`src/rtl/mrfd_pkg.sv`:
```
`default_nettype none
// ----------------------------------------------------------------------------
// mrfd_pkg
// Types, constants and the CRC byte update shared by the reply frame decoder.
// ----------------------------------------------------------------------------
package mrfd_pkg;

	localparam logic [15:0] CRC_INIT    = 16'hFFFF;
	localparam logic [15:0] CRC_POLY    = 16'hA001;
	localparam logic [5:0]  LEN_MIN     = 6'd4;
	localparam logic [5:0]  LEN_MAX     = 6'd32;
	localparam logic [5:0]  LEN_RESET   = 6'd19;
	localparam logic [7:0]  NIBBLE_MASK = 8'h0F;

	// Configuration register indexes.
	typedef enum logic [0:0] {
		CFG_FRAME_LENGTH = 1'b0,
		CFG_VALUE_LAYOUT = 1'b1
	} cfg_index_t;

	typedef enum logic [0:0] {
		LAYOUT_READING = 1'b0,
		LAYOUT_ENERGY  = 1'b1
	} layout_t;

	typedef logic [7:0] byte_t;

	// One byte through the reflected CRC-16/Modbus, eight shift steps.
	function automatic logic [15:0] crc_feed(input logic [15:0] crc, input byte_t b);
		logic [15:0] c;
		c = crc ^ {8'h00, b};
		for (int k = 0; k < 8; k++) begin
			if (c[0]) begin
				c = (c >> 1) ^ CRC_POLY;
			end else begin
				c = c >> 1;
			end
		end
		return c;
	endfunction

endpackage
`default_nettype wire

```
`src/rtl/mrfd_in_if.sv`:
```
`default_nettype none
// ----------------------------------------------------------------------------
// mrfd_in_if
// Byte stream channel into the reply frame decoder.
// ----------------------------------------------------------------------------
interface mrfd_in_if;
	logic       valid;
	logic       ready;
	logic [7:0] rx_byte;
	logic       frame_start;

	modport source (output valid, output rx_byte, output frame_start, input ready);
	modport sink   (input valid, input rx_byte, input frame_start, output ready);
endinterface
`default_nettype wire

```
`src/rtl/mrfd_out_if.sv`:
```
`default_nettype none
// ----------------------------------------------------------------------------
// mrfd_out_if
// Result channel out of the reply frame decoder.
// ----------------------------------------------------------------------------
interface mrfd_out_if;
	logic        valid;
	logic        ready;
	logic [23:0] reading;
	logic        crc_good;

	modport source (output valid, output reading, output crc_good, input ready);
	modport sink   (input valid, input reading, input crc_good, output ready);
endinterface
`default_nettype wire

```
`src/rtl/meter_reply_frame_decoder.sv`:
```
`default_nettype none
// ----------------------------------------------------------------------------
// meter_reply_frame_decoder
// Runs CRC-16/Modbus over reply bytes and extracts the meter value when the
// configured frame length is reached.
// ----------------------------------------------------------------------------
// A frame's last byte is held in the input register, its result then in the
// result register. Throughput: one byte per cycle while the result register is free
// or being emptied; the eight-step CRC network between them sets the cycle time.
// Reset: asynchronous, clears the frame state (CRC to 0xFFFF, count and payload
// bytes to zero), the configuration to its defaults and both valid flags.
module meter_reply_frame_decoder
	import mrfd_pkg::*;
(
	input  wire logic       clk,
	input  wire logic       arst_n,
	input  wire logic       cfg_we,
	input  wire logic [0:0] cfg_index,
	input  wire logic [5:0] cfg_data,
	mrfd_in_if.sink         rx,
	mrfd_out_if.source      res
);

	logic [5:0]  frame_length_q;
	layout_t     value_layout_q;

	logic        valid_s1;
	byte_t       byte_s1;
	logic        start_s1;

	logic [15:0] crc_q;
	logic [5:0]  count_q;
	byte_t       pay_q [4];

	logic        res_valid_q;
	logic [23:0] reading_q;
	logic        crc_good_q;

	logic        advance;
	logic [5:0]  len_use;
	logic [5:0]  cnt_base;
	logic [5:0]  cnt_m1;
	logic [15:0] crc_base;
	logic [15:0] crc_n;
	logic [5:0]  cnt_n;
	byte_t       pay_n [4];
	logic        take;
	logic        done;
	logic [23:0] reading_n;

	// The stage moves whenever the result register is free or being emptied.
	assign advance  = !res_valid_q || res.ready;
	assign rx.ready = !valid_s1 || advance;

	always_comb begin
		if (frame_length_q < LEN_MIN) begin
			len_use = LEN_MIN;
		end else if (frame_length_q > LEN_MAX) begin
			len_use = LEN_MAX;
		end else begin
			len_use = frame_length_q;
		end
	end

	always_comb begin
		cnt_base = start_s1 ? 6'd0 : count_q;
		crc_base = start_s1 ? CRC_INIT : crc_q;
		for (int i = 0; i < 4; i++) begin
			pay_n[i] = start_s1 ? 8'h00 : pay_q[i];
		end
		cnt_m1 = cnt_base - 6'd1;
		take   = cnt_base < len_use;
		crc_n  = crc_base;
		cnt_n  = cnt_base;
		if (take) begin
			crc_n = crc_feed(crc_base, byte_s1);
			cnt_n = cnt_base + 6'd1;
			if (cnt_base >= 6'd1 && cnt_base <= 6'd4) begin
				pay_n[cnt_m1[1:0]] = byte_s1;
			end
		end
		done = take && (cnt_n == len_use);
		if (value_layout_q == LAYOUT_READING) begin
			reading_n = {pay_n[0] & NIBBLE_MASK, pay_n[2], pay_n[1]};
		end else begin
			reading_n = {pay_n[0], pay_n[3], pay_n[2]};
		end
	end

	always_ff @(posedge clk or negedge arst_n) begin
		if (!arst_n) begin
			frame_length_q <= LEN_RESET;
			value_layout_q <= LAYOUT_READING;
		end else if (cfg_we) begin
			case (cfg_index_t'(cfg_index))
				CFG_FRAME_LENGTH: frame_length_q <= cfg_data;
				CFG_VALUE_LAYOUT: value_layout_q <= layout_t'(cfg_data[0]);
				default: ;
			endcase
		end
	end

	always_ff @(posedge clk or negedge arst_n) begin
		if (!arst_n) begin
			valid_s1 <= 1'b0;
		end else if (rx.ready) begin
			valid_s1 <= rx.valid;
		end
	end

	always_ff @(posedge clk) begin
		if (rx.ready && rx.valid) begin
			byte_s1  <= rx.rx_byte;
			start_s1 <= rx.frame_start;
		end
	end

	always_ff @(posedge clk or negedge arst_n) begin
		if (!arst_n) begin
			crc_q   <= CRC_INIT;
			count_q <= 6'd0;
			for (int i = 0; i < 4; i++) begin
				pay_q[i] <= 8'h00;
			end
			res_valid_q <= 1'b0;
		end else if (advance) begin
			res_valid_q <= valid_s1 && done;
			if (valid_s1) begin
				crc_q   <= crc_n;
				count_q <= cnt_n;
				for (int i = 0; i < 4; i++) begin
					pay_q[i] <= pay_n[i];
				end
			end
		end
	end

	always_ff @(posedge clk) begin
		if (advance && valid_s1 && done) begin
			reading_q  <= reading_n;
			crc_good_q <= (crc_n == 16'h0000);
		end
	end

	assign res.valid    = res_valid_q;
	assign res.reading  = reading_q;
	assign res.crc_good = crc_good_q;

endmodule
`default_nettype wire

```
`src/flat_wrapper.sv`:
```
// flat-port wrapper written by rule: the top's interface ports become plain ports
module meter_reply_frame_decoder_flat import mrfd_pkg::*;
  (clk, arst_n, cfg_we, cfg_index, cfg_data, rx_valid, rx_rx_byte, rx_frame_start, rx_ready, res_valid, res_reading, res_crc_good, res_ready);
  mrfd_in_if rx_i ();
  mrfd_out_if res_i ();
  input  wire logic clk;
  input  wire logic arst_n;
  input  wire logic cfg_we;
  input  wire logic [0:0] cfg_index;
  input  wire logic [5:0] cfg_data;
  input wire logic [$bits(rx_i.valid)-1:0] rx_valid;
  input wire logic [$bits(rx_i.rx_byte)-1:0] rx_rx_byte;
  input wire logic [$bits(rx_i.frame_start)-1:0] rx_frame_start;
  output wire logic [$bits(rx_i.ready)-1:0] rx_ready;
  output wire logic [$bits(res_i.valid)-1:0] res_valid;
  output wire logic [$bits(res_i.reading)-1:0] res_reading;
  output wire logic [$bits(res_i.crc_good)-1:0] res_crc_good;
  input wire logic [$bits(res_i.ready)-1:0] res_ready;
  assign rx_i.valid = rx_valid;
  assign rx_i.rx_byte = rx_rx_byte;
  assign rx_i.frame_start = rx_frame_start;
  assign rx_ready = rx_i.ready;
  assign res_valid = res_i.valid;
  assign res_reading = res_i.reading;
  assign res_crc_good = res_i.crc_good;
  assign res_i.ready = res_ready;
  meter_reply_frame_decoder u_core (.clk(clk), .arst_n(arst_n), .cfg_we(cfg_we), .cfg_index(cfg_index), .cfg_data(cfg_data), .rx(rx_i), .res(res_i));
endmodule
```
`config.mk`:
```
export PLATFORM = sky130hd
export DESIGN_NAME = meter_reply_frame_decoder_flat
export DESIGN_NICKNAME = d
export VERILOG_FILES = /design/src/rtl/mrfd_pkg.sv /design/src/rtl/mrfd_in_if.sv /design/src/rtl/mrfd_out_if.sv /design/src/rtl/meter_reply_frame_decoder.sv /design/src/flat_wrapper.sv
export SDC_FILE = /design/constraint.sdc
export NUM_CORES = 1
export LEC_CHECK = 0
export ABC_CLOCK_PERIOD_IN_PS = 4600
export BUFFER_PORTS_ARGS = -buffer_cell sky130_fd_sc_hd__buf_4
export CAP_MARGIN = 10
export CELL_PAD_IN_SITES_DETAIL_PLACEMENT = 0
export CELL_PAD_IN_SITES_GLOBAL_PLACEMENT = 1
export CORE_MARGIN = 2
export CORE_UTILIZATION = 47
export CTS_BUF_LIST = sky130_fd_sc_hd__clkbuf_16
export DETAILED_ROUTE_END_ITERATION = 8
export GPL_TIMING_DRIVEN = 0
export PLACE_DENSITY = 0.84
export SYNTH_ARGS = -nofsm -noshare
export SYNTH_HDL_FRONTEND = slang
export SYNTH_SLANG_ARGS = --single-unit
```
`constraint.sdc`:
```
create_clock -name clk -period 4.6 [get_ports clk]
set_input_delay 0.69 -clock clk [delete_from_list [all_inputs] [get_ports clk]]
set_output_delay 0.69 -clock clk [all_outputs]
set_load 0.05 [all_outputs]
```
; ---- Word level (Yosys, flattened, before mapping)
; Cells that the tools add are included.
[word_totals]
inputBits = 21
out_inout_bits = 27
word_cells = 82
reg_bits = 97
[op_classes]
n_addsub = 2
magnitude_cmp = 7
eq_ne = 1
muxes = 31
bitwise_logic = 11
n_reduce_logical = 15
[op_table]
columns = cell, n
row1 = $mux W16, 18
row2 = $mux W32, 2
row3 = $mux W8, 5
row4 = $bwmux W32, 1
row5 = $not A2 Y3, 9
row6 = $mux W6, 4
row7 = $demux W8 S2, 1
row8 = $logic_not A16 Y1, 1
row9 = $xor A16 B8 Y16, 1
row10 = $logic_and A1 B1 Y1, 7
row11 = $add A6 B1 Y6 const B, 1
row12 = $eq A6 B6 Y1, 1
row13 = $ge A6 B1 Y1 const B, 1
row14 = $gt A6 B6 Y1 const B, 1
row15 = $le A6 B3 Y1 const B, 1
row16 = $lt A6 B3 Y1 const B, 1
row17 = $lt A6 B6 Y1, 1
row18 = $reduce_and A2 Y1, 3
row19 = $ge A3 B3 Y1 const B, 1
row20 = $lt A3 B1 Y1 const B, 1
row21 = $logic_not A1 Y1, 2
row22 = $logic_or A1 B1 Y1, 2
row23 = $sub A2 B1 Y2 const B, 1
row24 = $not A1 Y1, 1

; ---- Longest topological paths before layout
; Gate-level depths: netlist of run 1.
[depth]
depth_word = 27
ltp_mapped = 15
mapped_depth_nobuf = 11

; ---- Worst setup path after synthesis of run 1
; Ideal clock, no wire load.
[synth_timing]
path_type = register to register
from = reg u_core.start_s1
to = reg u_core.crc_good_q (netlist: u_core.res.crc_good) (enable)
setup_slack_ns = 0.966
t_arrival_ns = 3.254
setup_time_ns = 0.380
required_ns = 4.220
path_stages_with_launch = 15
path_buffers = 3
synth_period_minus_slack_ns = 3.634
cell_sequence = edfxtp_1 clkinv_1 clkbuf_1 buf_1 nand2_1 inv_1 ha_1 a211oi_1 o31ai_1 a21oi_4 clkbuf_1 nand4_1 nand4b_1 a21o_1 inv_1
[synth_via]
elab_chain_len = 6
elab_cells_between_ends = 7
classes_between = add/sub (1) / order compare (1) / eq/ne (1) / mux (2) / reduce/logical (2)
[synth_lines]
columns = element, line
row1 = start: declaration, meter_reply_frame_decoder.sv:29  ; logic start_s1;
row2 = start signal: assignment, meter_reply_frame_decoder.sv:114  ; start_s1 <= rx.frame_start;
row3 = $mux W6 (*), meter_reply_frame_decoder.sv:66  ; cnt_base = start_s1 ? 6'd0 : count_q;
row4 = $add A6 B1 Y6 / $lt A6 B6 Y1 (equally long branches), "meter_reply_frame_decoder.sv:77, meter_reply_frame_decoder.sv:72"
row5 = $mux W6, meter_reply_frame_decoder.sv:75  ; if (take) begin
row6 = $eq A6 B6 Y1, meter_reply_frame_decoder.sv:82  ; done = take && (cnt_n == len_use);
row7 = $logic_and A1 B1 Y1 (*), meter_reply_frame_decoder.sv:82
row8 = $logic_and A1 B1 Y1 (*), meter_reply_frame_decoder.sv:139  ; if (advance && valid_s1 && done) begin
row9 = end signal: assignment, meter_reply_frame_decoder.sv:141  ; crc_good_q <= (crc_n == 16'h0000);
row10 = end: declaration, meter_reply_frame_decoder.sv:37  ; logic crc_good_q;
; Every way passes the cells marked *; elsewhere a longest branch is shown, timed or not.
; A chain may end at the register's enable or synchronous reset.

; ---- Worst setup path in the final report of run 1
[layout_timing]
from = reg u_core.start_s1
to = reg u_core.reading_q[13] (netlist: u_core.res.reading[13]) (enable)
[layout_via]
elab_chain_len = 6
elab_cells_between_ends = 7
classes_between = add/sub (1) / order compare (1) / eq/ne (1) / mux (2) / reduce/logical (2)
[layout_lines]
columns = element, line
row1 = $mux W6 (*), meter_reply_frame_decoder.sv:66
row2 = $add A6 B1 Y6 / $lt A6 B6 Y1 (equally long branches), "meter_reply_frame_decoder.sv:77, meter_reply_frame_decoder.sv:72"
row3 = $mux W6, meter_reply_frame_decoder.sv:75
row4 = $eq A6 B6 Y1, meter_reply_frame_decoder.sv:82
row5 = $logic_and A1 B1 Y1 (*), meter_reply_frame_decoder.sv:82
row6 = $logic_and A1 B1 Y1 (*), meter_reply_frame_decoder.sv:139
row7 = end signal: assignment, meter_reply_frame_decoder.sv:140  ; reading_q <= reading_n;
row8 = end: declaration, meter_reply_frame_decoder.sv:36  ; logic [23:0] reading_q;
; Marked as above.

==> impl_metrics.csv, run 1 <==
group,metric,value,unit
global_route,antenna_found_initial,0,
yosys,synth_cell_types,50,
sta,period_minus_slack,4.207,ns
placed_design,post-dp-hpwl,8506,um
sta,hold_violations,0,
floorplanning,fp.dieW,108.3,um
yosys,synth.most_common_cell,"dfrtp_1",
flow_run,drv_cap,0,
yosys,synth.yosys.seq_area_share,0.5130,
final_layout,final_net_count,566,
clock_network,clock_sinks,97,
yosys,yosys.area.top_type,"dfrtp_1",
yosys,ys_warn_count,0,
global_route,grt-ovfl-total,0,
sta,tightest_slew,0.8262,ns
clock_network,cts_tree,"yes",
clock_network,clock_latency,0.35,ns
sta,post-route-period-util,0.9146,
power,sw_frac_of_total,0.3439,
routing,first_iter_violations,217,
placed_design,dp_cells,659,
yosys,synth_ff_type,"dfrtp_1",
sta,setup_violations,0,
power,p_per_area,508.3,nW/um^2
power,ir_drop,220.2,uV
worst_setup_path,worstPathCellList,"clkinv_1 > clkbuf_1 > buf_2 > nand2_1 > inv_1 > ha_1 > a211oi_1 > o31ai_1 > a21oi_4 > and2_1 > clkbuf_1 > o211ai_1 > a21o_1 > clkinvlp_4 > buf_4",
yosys,avgSynthCellArea,10.83,um^2
floorplanning,io_pins,48,
routing,drt_first_pass_iters,5,
floorplanning,coreArea,10750,um^2
floorplanning,fp.dieH,108.3,um
placed_design,finalWeightedCongestion,0.8717,
clock_network,root_buffer,"clkbuf_16",
worst_setup_path,max_stage_delay,0.49,ns
final_layout,n_fill_cell,963,
routing,drt_wl_total,12380,um
global_route,grt_pass1_vias,3987,
power,power_leakage,2.557,nW
min_path,hold_path_class,"primary input to asynchronous set/reset pin",
worst_setup_path,cp.required,4.66,ns
yosys,synthTopCellsByCount,"dfrtp_1 (44), nand2_1 (38), edfxtp_1 (34)",
clock_network,cts_max_level,3,
power,clock_power_share,0.241,
worst_setup_path,crit_arrival,4.27,ns
global_route,grt_max_degree,64,
sta,slew_violations,0,
routing,vias,3957,
power,p_int,0.001990,W
worst_setup_path,critPathCaptureType,"flop",
run_status,outcome,"finished clean",
yosys,netlist.area_leader.share,0.2155,
sta,fin_skew,0.004230,ns
floorplanning,std_cell_rows,38,
worst_setup_path,critPathLaunchType,"flop",
worst_setup_path,worst-path-max-fanout,10,
yosys,synthArstFlopShare,0.6495,
routing,postRouteAntennaNets,0,
worst_setup_path,crit_top_cell,"clkbuf_1",
global_route,grtUsageTotal,0.2275,
clock_network,path_clk_slew,0.07,ns
yosys,synth_area_leaders,"dfrtp_1 (22%), edfxtp_1 (20%), dfstp_2 (9.8%)",
sta,relSlewSlack,0.4492,
final_layout,diodes,0,
clock_network,clockBufferDepth,2,
global_route,grt_first_pass_wirelength,20410,um
yosys,synth_fp_nets,504,
yosys,synth-edff-count,34,
floorplanning,die_area,11720,um^2
yosys,synth-seq-cells,97,
worst_setup_path,slowest_stage,"edfxtp_1",
routing,drc_errors,0,
routing,wl_per_cell,18.23,um
worst_setup_path,crit_buf_inv,7,
sta,fmax,0.2377,GHz
routing,vias_per_cell,5.828,
clock_network,cts_buffers,9,
final_layout,final_cells,679,
yosys,syn-cell-area,5110,um^2
sta,whs,0.4389,ns
sta,rsz0062_at_grt,"false",
yosys,synthCells,472,
worst_setup_path,criticalPathCategory,"flop to flop",
power,p_comb_frac,0.347,
placed_design,io_buffers,47,
final_layout,postLayoutCoreUtil,0.5553,
power,switching_power,0.001043,W
power,p_seq_frac,0.412,
final_layout,syn_to_final_growth,16.77,%
floorplanning,start_util,0.4755,
worst_setup_path,crit_family,"buffers and inverters",
final_layout,drive_gt1_frac,0.2022,
## stage by stage
step	setup slack [ns]	power, W	setup TNS (ns)	instance area (um^2)
2_1_floorplan	0.9661	0.002045	0	5110
3_3_place_gp	-0.2966	0.002271	-7.345	5638
3_5_place_dp	-0.4220	0.002300	-10.47	5638
4_1_cts	0.1541	0.003029	0	5931
5_1_grt	0.1235	0.003211	0	5967
6_report	0.3929	0.003033	0	5967
## worst paths after layout
kind | from | endpoint | slack [ns] | cells past startpoint
max in group asynchronous | arst_n | u_core.pay_q[1]$_DFFE_PN0P_ | 3.63 | 1
min in group clk | u_core.count_q[5]$_DFFE_PN0P_ | u_core.count_q[5]$_DFFE_PN0P_ | 0.49 | 2
setup / recovery | u_core.start_s1$_DFFE_PP_ | u_core.res.reading[13]$_DFFE_PP_ | 0.39 | 15
hold / removal | arst_n | u_core.pay_q[29]$_DFFE_PN0P_ | 0.44 | 1
setup reg to reg | u_core.start_s1$_DFFE_PP_ | u_core.res.reading[13]$_DFFE_PP_ | 0.39 | 15
hold reg to reg | u_core.count_q[5]$_DFFE_PN0P_ | u_core.count_q[5]$_DFFE_PN0P_ | 0.49 | 2
## cell type report
type / count / area [um^2] / area share
tap: 140 / 175.2 / 0.02936
sequential: 97 / 2621 / 0.4393
clock inverter: 7 / 55.05 / 0.009226
clock buffer: 9 / 225.2 / 0.03774
inverter: 8 / 33.78 / 0.005662
timing repair buffer: 50 / 387.9 / 0.06500
timing repair inverter: 1 / 7.507 / 0.001258
multi-input combinational: 335 / 2327 / 0.3900
buffer: 32 / 133.9 / 0.02244
## timing repair
| action | in CTS | in global routing |
|---|---|---|
| hold buffers | 0 | 0 |
| endpoints found under the setup margin | 25 | 25 |
| gates resized for setup | 3 | 2 |
| cloned | 1 | 0 |
| buffers inserted | 0 | 3 |
## power by group through the flow
stage | Clock [W] | Combinational [W] | Sequential (W)
2_1_floorplan | 0 | 0.000793 | 0.00125
3_3_place_gp | 0 | 0.00101 | 0.00126
3_5_place_dp | 0 | 0.00104 | 0.00126
4_1_cts | 0.000735 | 0.00105 | 0.00125
5_1_grt | 0.000767 | 0.00117 | 0.00127
6_report | 0.000730 | 0.00105 | 0.00125
## registers in the layout (all words and copies together), names as in the netlist
name	count
u_core.byte_s1	8
u_core.count_q	6
u_core.crc_q	16
u_core.frame_length_q	6
u_core.pay_q	32
u_core.res.crc_good	1
u_core.res.reading	24
u_core.res.valid	1
u_core.start_s1	1
u_core.valid_s1	1
u_core.value_layout_q	1
## cells by family after synthesis
group	after synthesis	synth area share
AND/OR/NAND/NOR	148	0.1513
AO/OA/AOI/OAI	115	0.1565
flip-flops	97	0.5130
buffers and inverters	40	0.03159
XOR/XNOR	36	0.06978
multiplexers	25	0.05093
adder cells (fa/ha/maj)	11	0.02693
## layer usage
metal	global-route usage	wire length, um
met5	0	0
met4	0.1099	320
met3	0.03195	574
met2	0.3684	6143
met1	0.3020	5341
## placed cells by master (no fill, tap or decap), types with 5 or more instances in the layout
cell type,instances
mux2i_1,17
and3_1,27
dfrtp_1,44
nor2_1,28
clkbuf_1,25
mux2_2,8
a31oi_1,27
dfstp_2,19
inv_1,6
xor2_1,5
o22ai_1,5
ha_1,11
clkbuf_16,9
o21ai_1,8
a22o_1,27
edfxtp_1,34
buf_4,49
a21o_1,5
nand2_1,38
nand3_1,19
xnor2_1,28
a21oi_1,13
o21ai_0,11
nor3_1,7
(Power assumes the default switching activity.)
==> inputs of run 2 (changes only) <==
--- a/config.mk
+++ b/config.mk
@@ -16,6 +16,7 @@
 export DETAILED_ROUTE_END_ITERATION = 8
 export GPL_TIMING_DRIVEN = 0
 export PLACE_DENSITY = 0.84
+export REMOVE_ABC_BUFFERS = 1
 export SYNTH_ARGS = -nofsm -noshare
 export SYNTH_HDL_FRONTEND = slang
 export SYNTH_SLANG_ARGS = --single-unit
==> run 2 against run 1 <==
Compared with the run above:
- global-route usage fell by 0.74 points
- routed wire length shrank 3.0%
- utilization fell by 0.61 points
==> impl_metrics.csv, run 2 (same netlist as run 1, synthesis figures left out) <==
group,metric,value,unit
run_status,outcome,"finished clean",
clock_network,clock_latency,0.35,ns
sta,rsz0062_at_grt,"false",
final_layout,diodes,0,
routing,first_iter_violations,214,
sta,whs,0.4356,ns
placed_design,post-dp-hpwl,7446,um
routing,vias_per_cell,5.946,
worst_setup_path,criticalPathCategory,"flop to flop",
floorplanning,start_util,0.4755,
power,ir_drop,244.5,uV
sta,slew_violations,0,
clock_network,root_buffer,"clkbuf_16",
worst_setup_path,cp.required,4.62,ns
final_layout,drive_gt1_frac,0.2172,
final_layout,final_cell_mix,"buf_4 (50), dfrtp_1 (44), nand2_1 (38)",
clock_network,cts_tree,"yes",
final_layout,final_net_count,538,
global_route,grt-ovfl-total,0,
clock_network,cts_buffers,9,
sta,fmax,0.2361,GHz
global_route,grt_pass1_vias,3717,
routing,postRouteAntennaNets,0,
worst_setup_path,reg2reg_slack,0.36,ns
final_layout,n_fill_cell,948,
worst_setup_path,r2r-end,"u_core.res.reading[11]$_DFFE_PP_",
sta,post-route-period-util,0.9208,
sta,period_minus_slack,4.236,ns
sta,tightest_slew,1.091,ns
final_layout,final_common_cell,"buf_4",
flow_run,drv_cap,0,
final_layout,largest_register,"u_core.pay_q",
floorplanning,coreArea,10750,um^2
clock_network,clockBufferDepth,2,
floorplanning,std_cell_rows,38,
routing,vias,3871,
global_route,antenna_found_initial,0,
sta,fin_skew,0.01093,ns
worst_setup_path,worst-path-max-fanout,18,
placed_design,finalWeightedCongestion,0.8480,
worst_setup_path,crit_arrival,4.26,ns
clock_network,clock_sinks,97,
worst_setup_path,reg2reg_from,"u_core.start_s1$_DFFE_PP_",
worst_setup_path,critPathLaunchType,"flop",
routing,wl_per_cell,18.44,um
final_layout,largest_register_ffs,32,
sta,hold_violations,0,
clock_network,cts_max_level,3,
final_layout,postLayoutCoreUtil,0.5493,
global_route,grt_first_pass_wirelength,19650,um
power,power_leakage,2.520,nW
power,p_per_area,512.5,nW/um^2
floorplanning,fp.dieH,108.3,um
worst_setup_path,reg2reg_depth,11,
sta,setup_violations,0,
floorplanning,die_area,11720,um^2
routing,drt_wl_total,12000,um
worst_setup_path,critPathCaptureType,"flop",
min_path,hold_path_class,"primary input to asynchronous set/reset pin",
global_route,grtUsageTotal,0.2201,
floorplanning,fp.dieW,108.3,um
routing,drt_first_pass_iters,5,
routing,drc_errors,0,
clock_network,path_clk_slew,0.07,ns
placed_design,io_buffers,47,
clock_network,ctsHoldBuffers,0,
global_route,grt_max_degree,64,
floorplanning,io_pins,48,
final_layout,syn_to_final_growth,15.50,%
sta,relSlewSlack,0.2728,
run 2: cell count changes in the layout (fill, tap and decap cells not counted), moves of 2 or more:
cell,change
inv_6,+2
clkinv_1,-2
clkbuf_1,-25
buf_16,+2
clkinv_2,-2
buf_2,-4
run 2: final cells by class:
type | instances | area (um^2) | area share
timing repair buffer | 52 | 430.4 | 0.07293
inverter | 8 | 36.28 | 0.006148
sequential | 97 | 2621 | 0.4441
clock buffer | 9 | 225.2 | 0.03816
multi-input combinational | 337 | 2354 | 0.3988
tap | 140 | 175.2 | 0.02968
clock inverter | 7 | 52.55 | 0.008904
timing repair inverter | 1 | 7.507 | 0.001272
run 2: repair_timing:
action	4_1_cts	5_1_grt
hold endpoints to repair	0	0
setup buffers	3	0
pin swaps	1	0
setup endpoints to repair	83	66
gates cloned	3	0
resized for setup	5	1
run 2: worst max-delay path by stage:
stage	start	to	slack, ns
6_report	u_core.start_s1$_DFFE_PP_	u_core.res.reading[11]$_DFFE_PP_	0.36
5_1_grt	u_core.start_s1$_DFFE_PP_	u_core.res.reading[11]$_DFFE_PP_	0.04
4_1_cts	u_core.start_s1$_DFFE_PP_	u_core.res.reading[15]$_DFFE_PP_	0.06
3_5_place_dp	u_core.start_s1$_DFFE_PP_	u_core.res.reading[4]$_DFFE_PP_	-1.65
3_3_place_gp	u_core.start_s1$_DFFE_PP_	u_core.res.reading[4]$_DFFE_PP_	-2.24
2_1_floorplan	u_core.start_s1$_DFFE_PP_	u_core.res.reading[0]$_DFFE_PP_	-0.34
run 2: metrics by stage:
stage	cell area, um^2	worst slack [ns]	cells	total power [W]	setup TNS (ns)
6_report	5902	0.3643	651	0.003025	0
5_1_grt	5902	0.03936	651	0.003204	0
4_1_cts	5901	0.06321	651	0.003027	0
3_5_place_dp	5562	-1.650	629	0.002269	-102.17
3_3_place_gp	5507	-2.245	627	0.002227	-159.59
2_1_floorplan	4979	-0.3376	440	0.002010	-10.36
run 2: critical path: stages (launching register included):
cell and delay (ns):
edfxtp_1 0.70, inv_4 0.22, nand2_1 0.27, clkinv_1 0.27, ha_1 0.37, a211oi_1 0.29
o31ai_2 0.17, a21oi_4 0.46, and2_1 0.39, o211ai_1 0.17, a21o_1 0.28, clkinvlp_4 0.30
run 2: routing by layer:
| layer | up-vias | wire length, um | global-route usage |
|---|---|---|---|
| met5 | - | 0 | 0 |
| met1 | 1917 | 5708 | 0.3242 |
| li1 | 1811 | - | - |
| met2 | 125 | 5517 | 0.3392 |
| met3 | 18 | 602 | 0.03195 |
| met4 | 0 | 174 | 0.06502 |
run 2: report_power, final:
part           total [W]  internal, W  switching [W]
Sequential       0.00129      0.00112       0.000171
Clock           0.000709     0.000371       0.000337
Combinational    0.00103     0.000458       0.000570
